## src/design/assert_macros.svh

```systemverilog
// Assertion macros shared by the RTL of the serial frame encoder.
// Depends on a clock named clk and an active-low reset named rst_n in the using scope.
`ifndef ASSERT_MACROS_SVH
`define ASSERT_MACROS_SVH

// Checked at every rising edge of clk, ignored while reset is asserted.
`define ASSERT_CLK(lbl, prop, msg) \
  lbl: assert property (@(posedge clk) disable iff (!rst_n) (prop)) else $error(msg);

// Checked at every rising edge of clk, reset included.
`define ASSERT_ALWAYS(lbl, prop, msg) \
  lbl: assert property (@(posedge clk) (prop)) else $error(msg);

`endif

```

## src/design/sfe_pkg.sv

```systemverilog
// Package for the serial frame encoder: framing constants, encoder state type,
// CRC-16-CCITT byte update and base64 helpers. No dependencies.
package sfe_pkg;

  localparam logic [15:0] HDR_PKT           = 16'h0609;
  localparam logic [15:0] HDR_DATA          = 16'h0414;
  localparam logic [6:0]  FIRST_FRAME_BYTES = 7'd90;
  localparam logic [6:0]  DATA_FRAME_BYTES  = 7'd93;
  localparam logic [7:0]  NEWLINE           = 8'h0A;
  localparam logic [7:0]  PAD_CHAR          = 8'h3D;
  localparam logic [15:0] CRC_POLY          = 16'h1021;

  // Slot layout of one item's characters: three byte pushes of seven slots
  // (header pair, base64 group, newline) and a five-slot packet tail.
  localparam int TAIL_BASE  = 21;
  localparam int NSLOT      = 26;

  typedef struct packed {
    logic [15:0] gb;     // bytes waiting for a full base64 group
    logic [1:0]  gc;     // number of waiting bytes
    logic [6:0]  fbc;    // bytes in the current frame
    logic        first;  // current frame is the first of the packet
  } enc_state_t;

  typedef struct packed {
    enc_state_t  st;
    logic        hdr_v;
    logic        grp_v;
    logic [23:0] v24;
    logic        nl_v;
  } push_out_t;

  typedef struct packed {
    logic [7:0] ch;
    logic       fe;
  } slot_t;

  function automatic logic [15:0] crc_byte(logic [15:0] crc, logic [7:0] b);
    logic [15:0] c;
    c = crc ^ {b, 8'h00};
    for (int i = 0; i < 8; i++) begin
      if (c[15]) begin
        c = {c[14:0], 1'b0} ^ CRC_POLY;
      end else begin
        c = {c[14:0], 1'b0};
      end
    end
    return c;
  endfunction

  function automatic logic [7:0] b64_char(logic [5:0] idx);
    logic [7:0] r;
    if (idx < 6'd26) begin
      r = 8'h41 + {2'b00, idx};
    end else if (idx < 6'd52) begin
      r = 8'h61 + {2'b00, idx - 6'd26};
    end else if (idx < 6'd62) begin
      r = 8'h30 + {2'b00, idx - 6'd52};
    end else if (idx == 6'd62) begin
      r = 8'h2B;
    end else begin
      r = 8'h2F;
    end
    return r;
  endfunction

  // Four characters of one group; positions at or past nch are padding.
  function automatic logic [3:0][7:0] group_chars(logic [23:0] v24, logic [2:0] nch);
    logic [3:0][7:0] r;
    r[0] = b64_char(v24[23:18]);
    r[1] = b64_char(v24[17:12]);
    r[2] = (nch > 3'd2) ? b64_char(v24[11:6]) : PAD_CHAR;
    r[3] = (nch > 3'd3) ? b64_char(v24[5:0])  : PAD_CHAR;
    return r;
  endfunction

  // One payload or CRC byte into the frame stream.
  function automatic push_out_t enc_push(enc_state_t s, logic [7:0] b);
    push_out_t  r;
    logic [6:0] cnt;
    logic [6:0] lim;
    r.st    = s;
    r.hdr_v = (s.fbc == 7'd0) && !s.first;
    r.grp_v = (s.gc >= 2'd2);
    r.v24   = {s.gb, b};
    if (r.grp_v) begin
      r.st.gb = 16'h0000;
      r.st.gc = 2'd0;
    end else begin
      r.st.gb = {s.gb[7:0], b};
      r.st.gc = s.gc + 2'd1;
    end
    cnt = s.fbc + 7'd1;
    lim = s.first ? FIRST_FRAME_BYTES : DATA_FRAME_BYTES;
    if (cnt >= lim) begin
      r.nl_v     = 1'b1;
      r.st.fbc   = 7'd0;
      r.st.first = 1'b0;
    end else begin
      r.nl_v   = 1'b0;
      r.st.fbc = cnt;
    end
    return r;
  endfunction

endpackage

```

## src/design/smp_serial_frame_encoder.sv

```systemverilog
// Serial console frame encoder: payload bytes in, framed base64 characters out.
// Depends on sfe_pkg and assert_macros.svh.
//
// Input stream: in_tdata = {packet_len, data_byte}, in_tlast marks the last
// payload byte. packet_len is only looked at on the first byte of a packet.
// Output stream: one character per transfer on out_tdata, out_tuser is set on
// the newline that closes a frame, out_tlast on the final character of a packet.
// cfg_wen/cfg_wdata load the CRC start value used from the next packet on.
//
// An item first waits in the input register; the encoder logic then lays
// all of its characters (0 to 12) into the result stage in one step, so the
// first character is offered once the item has been loaded from the input
// register into the result stage, which happens only when that stage is free.
// The result stage sends one character per cycle while the receiver is ready,
// lowest slot first. Items that produce no character pass at one per cycle while
// the result stage is empty. The input register takes the next item while the
// result stage still drains. A stalled receiver holds the current character
// and, once the input register is full, in_tready drops. Reset empties both
// stages and returns the framing state to packet start with a CRC start of zero.
`include "assert_macros.svh"

module smp_serial_frame_encoder (
  input  logic        clk,
  input  logic        rst_n,
  input  logic        in_tvalid,
  output logic        in_tready,
  input  logic [23:0] in_tdata,   // [7:0] data_byte, [23:8] packet_len
  input  logic        in_tlast,
  output logic        out_tvalid,
  input  logic        out_tready,
  output logic [7:0]  out_tdata,  // [7:0] out_char
  output logic        out_tuser,  // [0] frame_end
  output logic        out_tlast,
  input  logic        cfg_wen,
  input  logic [15:0] cfg_wdata
);

  localparam int NSLOT = sfe_pkg::NSLOT;

  // Configuration and framing state.
  logic [15:0]        crc_start_r;
  logic [15:0]        crc_r, crc_nxt;
  sfe_pkg::enc_state_t st_r, st_nxt;
  logic               started_r, started_nxt;

  // Input register.
  logic               in_valid_r;
  logic [7:0]         in_byte_r;
  logic [15:0]        in_len_r;
  logic               in_last_r;

  // Result stage.
  sfe_pkg::slot_t [NSLOT-1:0] slots_r, slots_nxt;
  logic [NSLOT-1:0]   mask_r, mask_nxt;
  logic               blast_r;

  logic [NSLOT-1:0]   pick;
  logic [NSLOT-1:0]   rest;
  logic               stage_free;
  logic               load;

  sfe_pkg::enc_state_t st_a;
  sfe_pkg::push_out_t  pa, pb, pc;
  logic [15:0]         crc_new;
  logic [15:0]         total;
  logic                tail_grp_v;
  logic [23:0]         tail_v24;
  logic [2:0]          tail_nch;
  logic                tail_nl_v;
  logic [3:0][7:0]     gch;

  assign pick       = mask_r & (~mask_r + NSLOT'(1));
  assign rest       = mask_r & ~pick;
  assign stage_free = (rest == '0) && ((mask_r == '0) || out_tready);
  assign load       = in_valid_r && stage_free;
  assign in_tready  = !in_valid_r || stage_free;

  assign out_tvalid = (mask_r != '0);
  assign out_tlast  = blast_r && (rest == '0);

  always_comb begin
    out_tdata = 8'h00;
    out_tuser = 1'b0;
    for (int i = 0; i < NSLOT; i++) begin
      out_tdata = out_tdata | (slots_r[i].ch & {8{pick[i]}});
      out_tuser = out_tuser | (slots_r[i].fe & pick[i]);
    end
  end

  // Character layout of the item held in the input register.
  always_comb begin
    slots_nxt  = '0;
    mask_nxt   = '0;
    total      = in_len_r + 16'd2;
    crc_new    = sfe_pkg::crc_byte(started_r ? crc_r : crc_start_r, in_byte_r);
    pa         = sfe_pkg::enc_push(st_r, in_byte_r);
    st_a       = '0;
    st_a.first = 1'b1;

    if (!started_r) begin
      // Packet header pair and the length group that carries the first byte.
      slots_nxt[0].ch = sfe_pkg::HDR_PKT[15:8];
      slots_nxt[1].ch = sfe_pkg::HDR_PKT[7:0];
      mask_nxt[5:0]   = 6'b111111;
      gch = sfe_pkg::group_chars({total, in_byte_r}, 3'd4);
    end else begin
      st_a = pa.st;
      slots_nxt[0].ch = sfe_pkg::HDR_DATA[15:8];
      slots_nxt[1].ch = sfe_pkg::HDR_DATA[7:0];
      mask_nxt[1:0]   = {2{pa.hdr_v}};
      mask_nxt[5:2]   = {4{pa.grp_v}};
      mask_nxt[6]     = pa.nl_v;
      gch = sfe_pkg::group_chars(pa.v24, 3'd4);
    end
    for (int j = 0; j < 4; j++) begin
      slots_nxt[2+j].ch = gch[j];
    end
    slots_nxt[6].ch = sfe_pkg::NEWLINE;
    slots_nxt[6].fe = 1'b1;

    // CRC bytes, big-endian, follow the last payload byte.
    pb = sfe_pkg::enc_push(st_a, crc_new[15:8]);
    pc = sfe_pkg::enc_push(pb.st, crc_new[7:0]);

    gch = sfe_pkg::group_chars(pb.v24, 3'd4);
    slots_nxt[7].ch  = sfe_pkg::HDR_DATA[15:8];
    slots_nxt[8].ch  = sfe_pkg::HDR_DATA[7:0];
    for (int j = 0; j < 4; j++) begin
      slots_nxt[9+j].ch = gch[j];
    end
    slots_nxt[13].ch = sfe_pkg::NEWLINE;
    slots_nxt[13].fe = 1'b1;
    mask_nxt[8:7]    = {2{in_last_r && pb.hdr_v}};
    mask_nxt[12:9]   = {4{in_last_r && pb.grp_v}};
    mask_nxt[13]     = in_last_r && pb.nl_v;

    gch = sfe_pkg::group_chars(pc.v24, 3'd4);
    slots_nxt[14].ch = sfe_pkg::HDR_DATA[15:8];
    slots_nxt[15].ch = sfe_pkg::HDR_DATA[7:0];
    for (int j = 0; j < 4; j++) begin
      slots_nxt[16+j].ch = gch[j];
    end
    slots_nxt[20].ch = sfe_pkg::NEWLINE;
    slots_nxt[20].fe = 1'b1;
    mask_nxt[15:14]  = {2{in_last_r && pc.hdr_v}};
    mask_nxt[19:16]  = {4{in_last_r && pc.grp_v}};
    mask_nxt[20]     = in_last_r && pc.nl_v;

    // Packet tail: a padded partial group and its newline, a bare newline, or nothing.
    tail_grp_v = 1'b0;
    tail_v24   = 24'h000000;
    tail_nch   = 3'd4;
    tail_nl_v  = (pc.st.fbc != 7'd0);
    case (pc.st.gc)
      2'd1: begin
        tail_grp_v = 1'b1;
        tail_v24   = {pc.st.gb[7:0], 16'h0000};
        tail_nch   = 3'd2;
        tail_nl_v  = 1'b1;
      end
      2'd2: begin
        tail_grp_v = 1'b1;
        tail_v24   = {pc.st.gb, 8'h00};
        tail_nch   = 3'd3;
        tail_nl_v  = 1'b1;
      end
      default: begin
        tail_grp_v = 1'b0;
      end
    endcase
    gch = sfe_pkg::group_chars(tail_v24, tail_nch);
    for (int j = 0; j < 4; j++) begin
      slots_nxt[sfe_pkg::TAIL_BASE+j].ch = gch[j];
    end
    slots_nxt[sfe_pkg::TAIL_BASE+4].ch = sfe_pkg::NEWLINE;
    slots_nxt[sfe_pkg::TAIL_BASE+4].fe = 1'b1;
    mask_nxt[sfe_pkg::TAIL_BASE+3:sfe_pkg::TAIL_BASE] = {4{in_last_r && tail_grp_v}};
    mask_nxt[sfe_pkg::TAIL_BASE+4] = in_last_r && tail_nl_v;

    // A packet end returns everything to packet start.
    if (in_last_r) begin
      st_nxt       = '0;
      st_nxt.first = 1'b1;
      crc_nxt      = crc_start_r;
      started_nxt  = 1'b0;
    end else begin
      st_nxt      = st_a;
      crc_nxt     = crc_new;
      started_nxt = 1'b1;
    end
  end

  always_ff @(posedge clk) begin
    if (!rst_n) begin
      crc_start_r <= 16'h0000;
    end else if (cfg_wen) begin
      crc_start_r <= cfg_wdata;
    end
  end

  always_ff @(posedge clk) begin
    if (!rst_n) begin
      in_valid_r <= 1'b0;
    end else if (in_tready) begin
      in_valid_r <= in_tvalid;
    end
  end

  always_ff @(posedge clk) begin
    if (in_tready && in_tvalid) begin
      in_byte_r <= in_tdata[7:0];
      in_len_r  <= in_tdata[23:8];
      in_last_r <= in_tlast;
    end
  end

  always_ff @(posedge clk) begin
    if (!rst_n) begin
      crc_r        <= 16'h0000;
      st_r         <= '{gb: 16'h0000, gc: 2'd0, fbc: 7'd0, first: 1'b1};
      started_r    <= 1'b0;
      mask_r       <= '0;
      blast_r      <= 1'b0;
    end else if (load) begin
      crc_r     <= crc_nxt;
      st_r      <= st_nxt;
      started_r <= started_nxt;
      mask_r    <= mask_nxt;
      blast_r   <= in_last_r;
    end else if (out_tvalid && out_tready) begin
      mask_r <= rest;
    end
  end

  always_ff @(posedge clk) begin
    if (load) begin
      slots_r <= slots_nxt;
    end
  end

  `ASSERT_CLK(a_tlast_closed, (out_tvalid && out_tlast) |-> !started_r, "tlast in open packet")
  `ASSERT_CLK(a_fe_newline, (out_tvalid && out_tuser) |-> (out_tdata == sfe_pkg::NEWLINE), "fe")
  `ASSERT_CLK(a_first_fill, st_r.first |-> (st_r.fbc < sfe_pkg::FIRST_FRAME_BYTES), "overfull")
  `ASSERT_CLK(a_data_fill, st_r.fbc < sfe_pkg::DATA_FRAME_BYTES, "data frame overfull")

endmodule

```

## config.mk

```make
export PLATFORM = sky130hd
export DESIGN_NAME = smp_serial_frame_encoder
export DESIGN_NICKNAME = d
export VERILOG_FILES = /design/src/design/sfe_pkg.sv /design/src/design/smp_serial_frame_encoder.sv
export VERILOG_INCLUDE_DIRS = /design/src /design/src/design
export SDC_FILE = /design/constraint.sdc
export NUM_CORES = 1
export LEC_CHECK = 0
export ABC_AREA = 1
export BUFFER_PORTS_ARGS = -buffer_cell sky130_fd_sc_hd__buf_4
export CORE_AREA = 2 2 238 240
export DETAILED_ROUTE_END_ITERATION = 16
export DIE_AREA = 0 0 240 242
export HOLD_SLACK_MARGIN = 0.1
export SLEW_MARGIN = 25
export SYNTH_ARGS = -nofsm -noshare
export SYNTH_HDL_FRONTEND = slang
export SYNTH_SLANG_ARGS = --single-unit
```

## constraint.sdc

```tcl
create_clock -name clk -period 5.8 [get_ports clk]
set_clock_uncertainty 0.05 [all_clocks]
set_input_delay 0.58 -clock clk [delete_from_list [all_inputs] [get_ports clk]]
set_output_delay 0.58 -clock clk [all_outputs]
set_load 0.005 [all_outputs]
```

==> flow_summary.json <==
{
  "setup_viol": 0,
  "die_width_um": 240,
  "finalCritPeriodShare_pct": 88.1,
  "arrival_ns": 5.58,
  "clk_pin_slew_ns": 0.06,
  "wl_met2_um": 24600,
  "syn_nets": 2829,
  "finalHoldViolCount": 0,
  "clockBufferDepth": 3,
  "synthesis.area_mm2": 0.0192,
  "synthFlopType": "edfxtp_1",
  "grt_overflow_total": 0,
  "antenna_left": 0,
  "fmax_ghz": 0.196,
  "synth_top_family_by_area": "simple AND/OR/NAND/NOR gates",
  "top_layer": "met4",
  "setup_ws_ns": 0.687,
  "cts_tree": "yes",
  "synth.area.top_cells": "edfxtp_1 (23%), ha_1 (12%), nand2_1 (12%)",
  "nNetsFinal": 2905,
  "crit_top_cell": "nand2_1",
  "worst_setup_path_start_kind": "register",
  "rsz0062_at_grt": "no",
  "final_cells": 3452,
  "worstMarginPinSlew_ns": 1.02,
  "grt_pass1_wl_um": 91300,
  "ys_ff_latch": 236,
  "drtIter0Drc": 1696,
  "p_leak_nw": 9.29,
  "mostFrequentLayoutCells": "nand2_1 (615), inv_1 (338), nor2_1 (257), ha_1 (188)",
  "synth_fa_ha_area_share_pct": 12.3,
  "numClockSinks": 236,
  "status": "finished clean",
  "drt-pass1-iter-count": 6,
  "syn_to_final_growth_pct": 13.8,
  "ir_worst_vdd_v": 0.000191,
  "antenna_found_initial": 0,
  "rows": 87,
  "routed_wl_um": 57300,
  "grt.total_usage_pct": 19.4,
  "synth_edf_count": 149,
  "yosysWarnings": 0,
  "diodes": 0,
  "wl_met3_um": 3640,
  "synthMuxAreaShare_pct": 0.209,
  "wl_per_cell_um": 16.6,
  "postSynth.asyncResetShare_pct": 0,
  "critPathMaxStageDelay_ns": 0.41,
  "ios": 58,
  "dp_hpwl_um": 43600,
  "vias": 17800,
  "gpl.final_weighted_congestion": 0.928,
  "place_worst_setup_slack_ns": 0.503,
  "routed_via_density": 5.16,
  "grt_pass1_vias": 16800,
  "synth.distinct_cells": 63,
  "start_util_pct": 34.4,
  "route.detailed.drc": 0,
  "worstPathMaxFanout": 11,
  "fin_util_pct": 39.2,
  "h-tree-depth": 1,
  "fin_crit_ns": 5.11,
  "postSynthCellCount": 2595,
  "clock_latency_ns": 0.60,
  "synth_top_area_share_pct": 23.3,
  "cap_violations": 0,
  "dieArea_mm2": 0.0581,
  "end_kind": "register",
  "slew_headroom_pct": 31.7,
  "worst-setup-path-type": "register to register",
  "synth_xor_area_share_pct": 6.15,
  "synth_seq_area_share_pct": 32.4,
  "post-synth-top-area-cell": "edfxtp_1",
  "avgSynthCellArea_um2": 7.40,
  "tns_ns": 0,
  "power_density_mw_per_mm2": 274,
  "synth_simple_gate_area_share_pct": 25.4,
  "core_mm2": 0.0557,
  "worst_path_max_delay_cell": "dfxtp_2",
  "hold_class": "primary input to register",
  "final_common_cell": "nand2_1",
  "drv_slew": 0,
  "grt_max_degree": 56,
  "required_ns": 6.27,
  "cts_made_buffers": 31,
  "dp.cells": 3372,
  "synth_compound_area_share_pct": 15.2,
  "met1_length_um": 27600,
  "cts_root_buf": "clkbuf_16",
  "die_h_um": 242,
  "layout-drive-gt1-share_pct": 7.94,
  "portBuffers": 57
}
Yosys cell counts, types with 5 or more instances:
| cell | number |
|---|---|
| nor4_1 | 11 |
| o21ai_0 | 150 |
| xor2_1 | 108 |
| nand4_1 | 37 |
| or2_2 | 24 |
| a211oi_1 | 15 |
| nand3b_1 | 6 |
| nor2_4 | 7 |
| a21oi_1 | 125 |
| a22oi_1 | 10 |
| o211ai_1 | 25 |
| nor3_1 | 37 |
| dfxtp_1 | 87 |
| o22ai_1 | 15 |
| nor2_1 | 257 |
| nand2_2 | 9 |
| clkinv_1 | 5 |
| or2_1 | 5 |
| nand2_1 | 616 |
| a221oi_1 | 24 |
| clkbuf_1 | 32 |
| inv_2 | 15 |
| buf_2 | 14 |
| xnor2_1 | 25 |
| a31oi_1 | 51 |
| o221ai_1 | 17 |
| edfxtp_1 | 149 |
| inv_1 | 338 |
| o21ai_1 | 5 |
| nand3_1 | 108 |
| o31ai_1 | 11 |
| ha_1 | 188 |
| a22o_1 | 6 |
| nor2_2 | 7 |
power by group:
part / switching (mW) / leakage, nW / internal (mW)
combinational: 1.27 / 6.73 / 0.662
sequential: 0.0521 / 2.03 / 1.92
clock: 0.826 / 0.534 / 1.25
total: 2.15 / 9.29 / 3.83
per-stage QoR:
stage | hold slack, ns | instance area (um^2) | power (mW)
floorplan | 0.359 | 19200 | 3.34
global placement | 0.406 | 20500 | 3.90
detailed placement | 0.416 | 20500 | 3.90
CTS | 0.101 | 21800 | 6.01
global route | 0.103 | 21800 | 6.33
finish | 0.124 | 21800 | 5.98
layout make-up:
cell class | count | area [um^2]
clock buffers | 37 | 862
fillers | 5781 | 33900
inverters | 358 | 1350
multi-input cells | 1947 | 11400
repair buffers | 97 | 826
clock inverters | 21 | 246
well taps | 756 | 946
flip-flops and latches | 236 | 6220
logic make-up after synthesis:
family | Yosys count
AOI/OAI and AO/OA | 480
and+or+nand+nor | 1141
adders and majority gates | 188
muxes | 4
xor gates and xnor gates | 134
buffers and inverters | 412
DFF | 236
final timing paths:
| check | start | to | slack [ns] | cells after the start |
|---|---|---|---|---|
| hold reg to reg | crc_start_r[3] | crc_start_r[3] | 0.43 | 2 |
| setup / recovery | st_r[1] | mask_r[25] | 0.69 | 38 |
| setup reg to reg | st_r[1] | mask_r[25] | 0.69 | 38 |
| hold / removal | in_tdata[15] | in_len_r[7] | 0.12 | 1 |
layer usage:
layer,GRT usage (%),up-vias
met3,2.61,63
met2,30.2,535
met5,0,-
li1,-,8860
met1,28.3,8340
met4,5.06,0
sequential cells by signal, indices dropped and copies added (netlist names):
name and count:
blast_r 1, crc_r 16, crc_start_r 16, in_byte_r 8, in_last_r 1, in_len_r 16
in_valid_r 1, mask_r 26, pa 16, slots_r 124, st_r 10, started_r 1
critical path, delay by kind of cell, from the launching register on:
family / cells / cell delay [ns]
AND/OR/NAND/NOR: 18 / 1.49
XOR/XNOR: 1 / 0.19
buffers and inverters: 7 / 0.58
adder cells (fa/ha/maj): 6 / 1.57
flip-flops: 1 / 0.41
AO/OA/AOI/OAI: 6 / 0.74
repair_timing:
item,CTS,global route
buffers inserted,0,0
setup endpoints to repair,0,2
hold buffers,21,0
resized for setup,0,4
hold endpoints to repair,21,0
(Power assumes the default switching activity.)
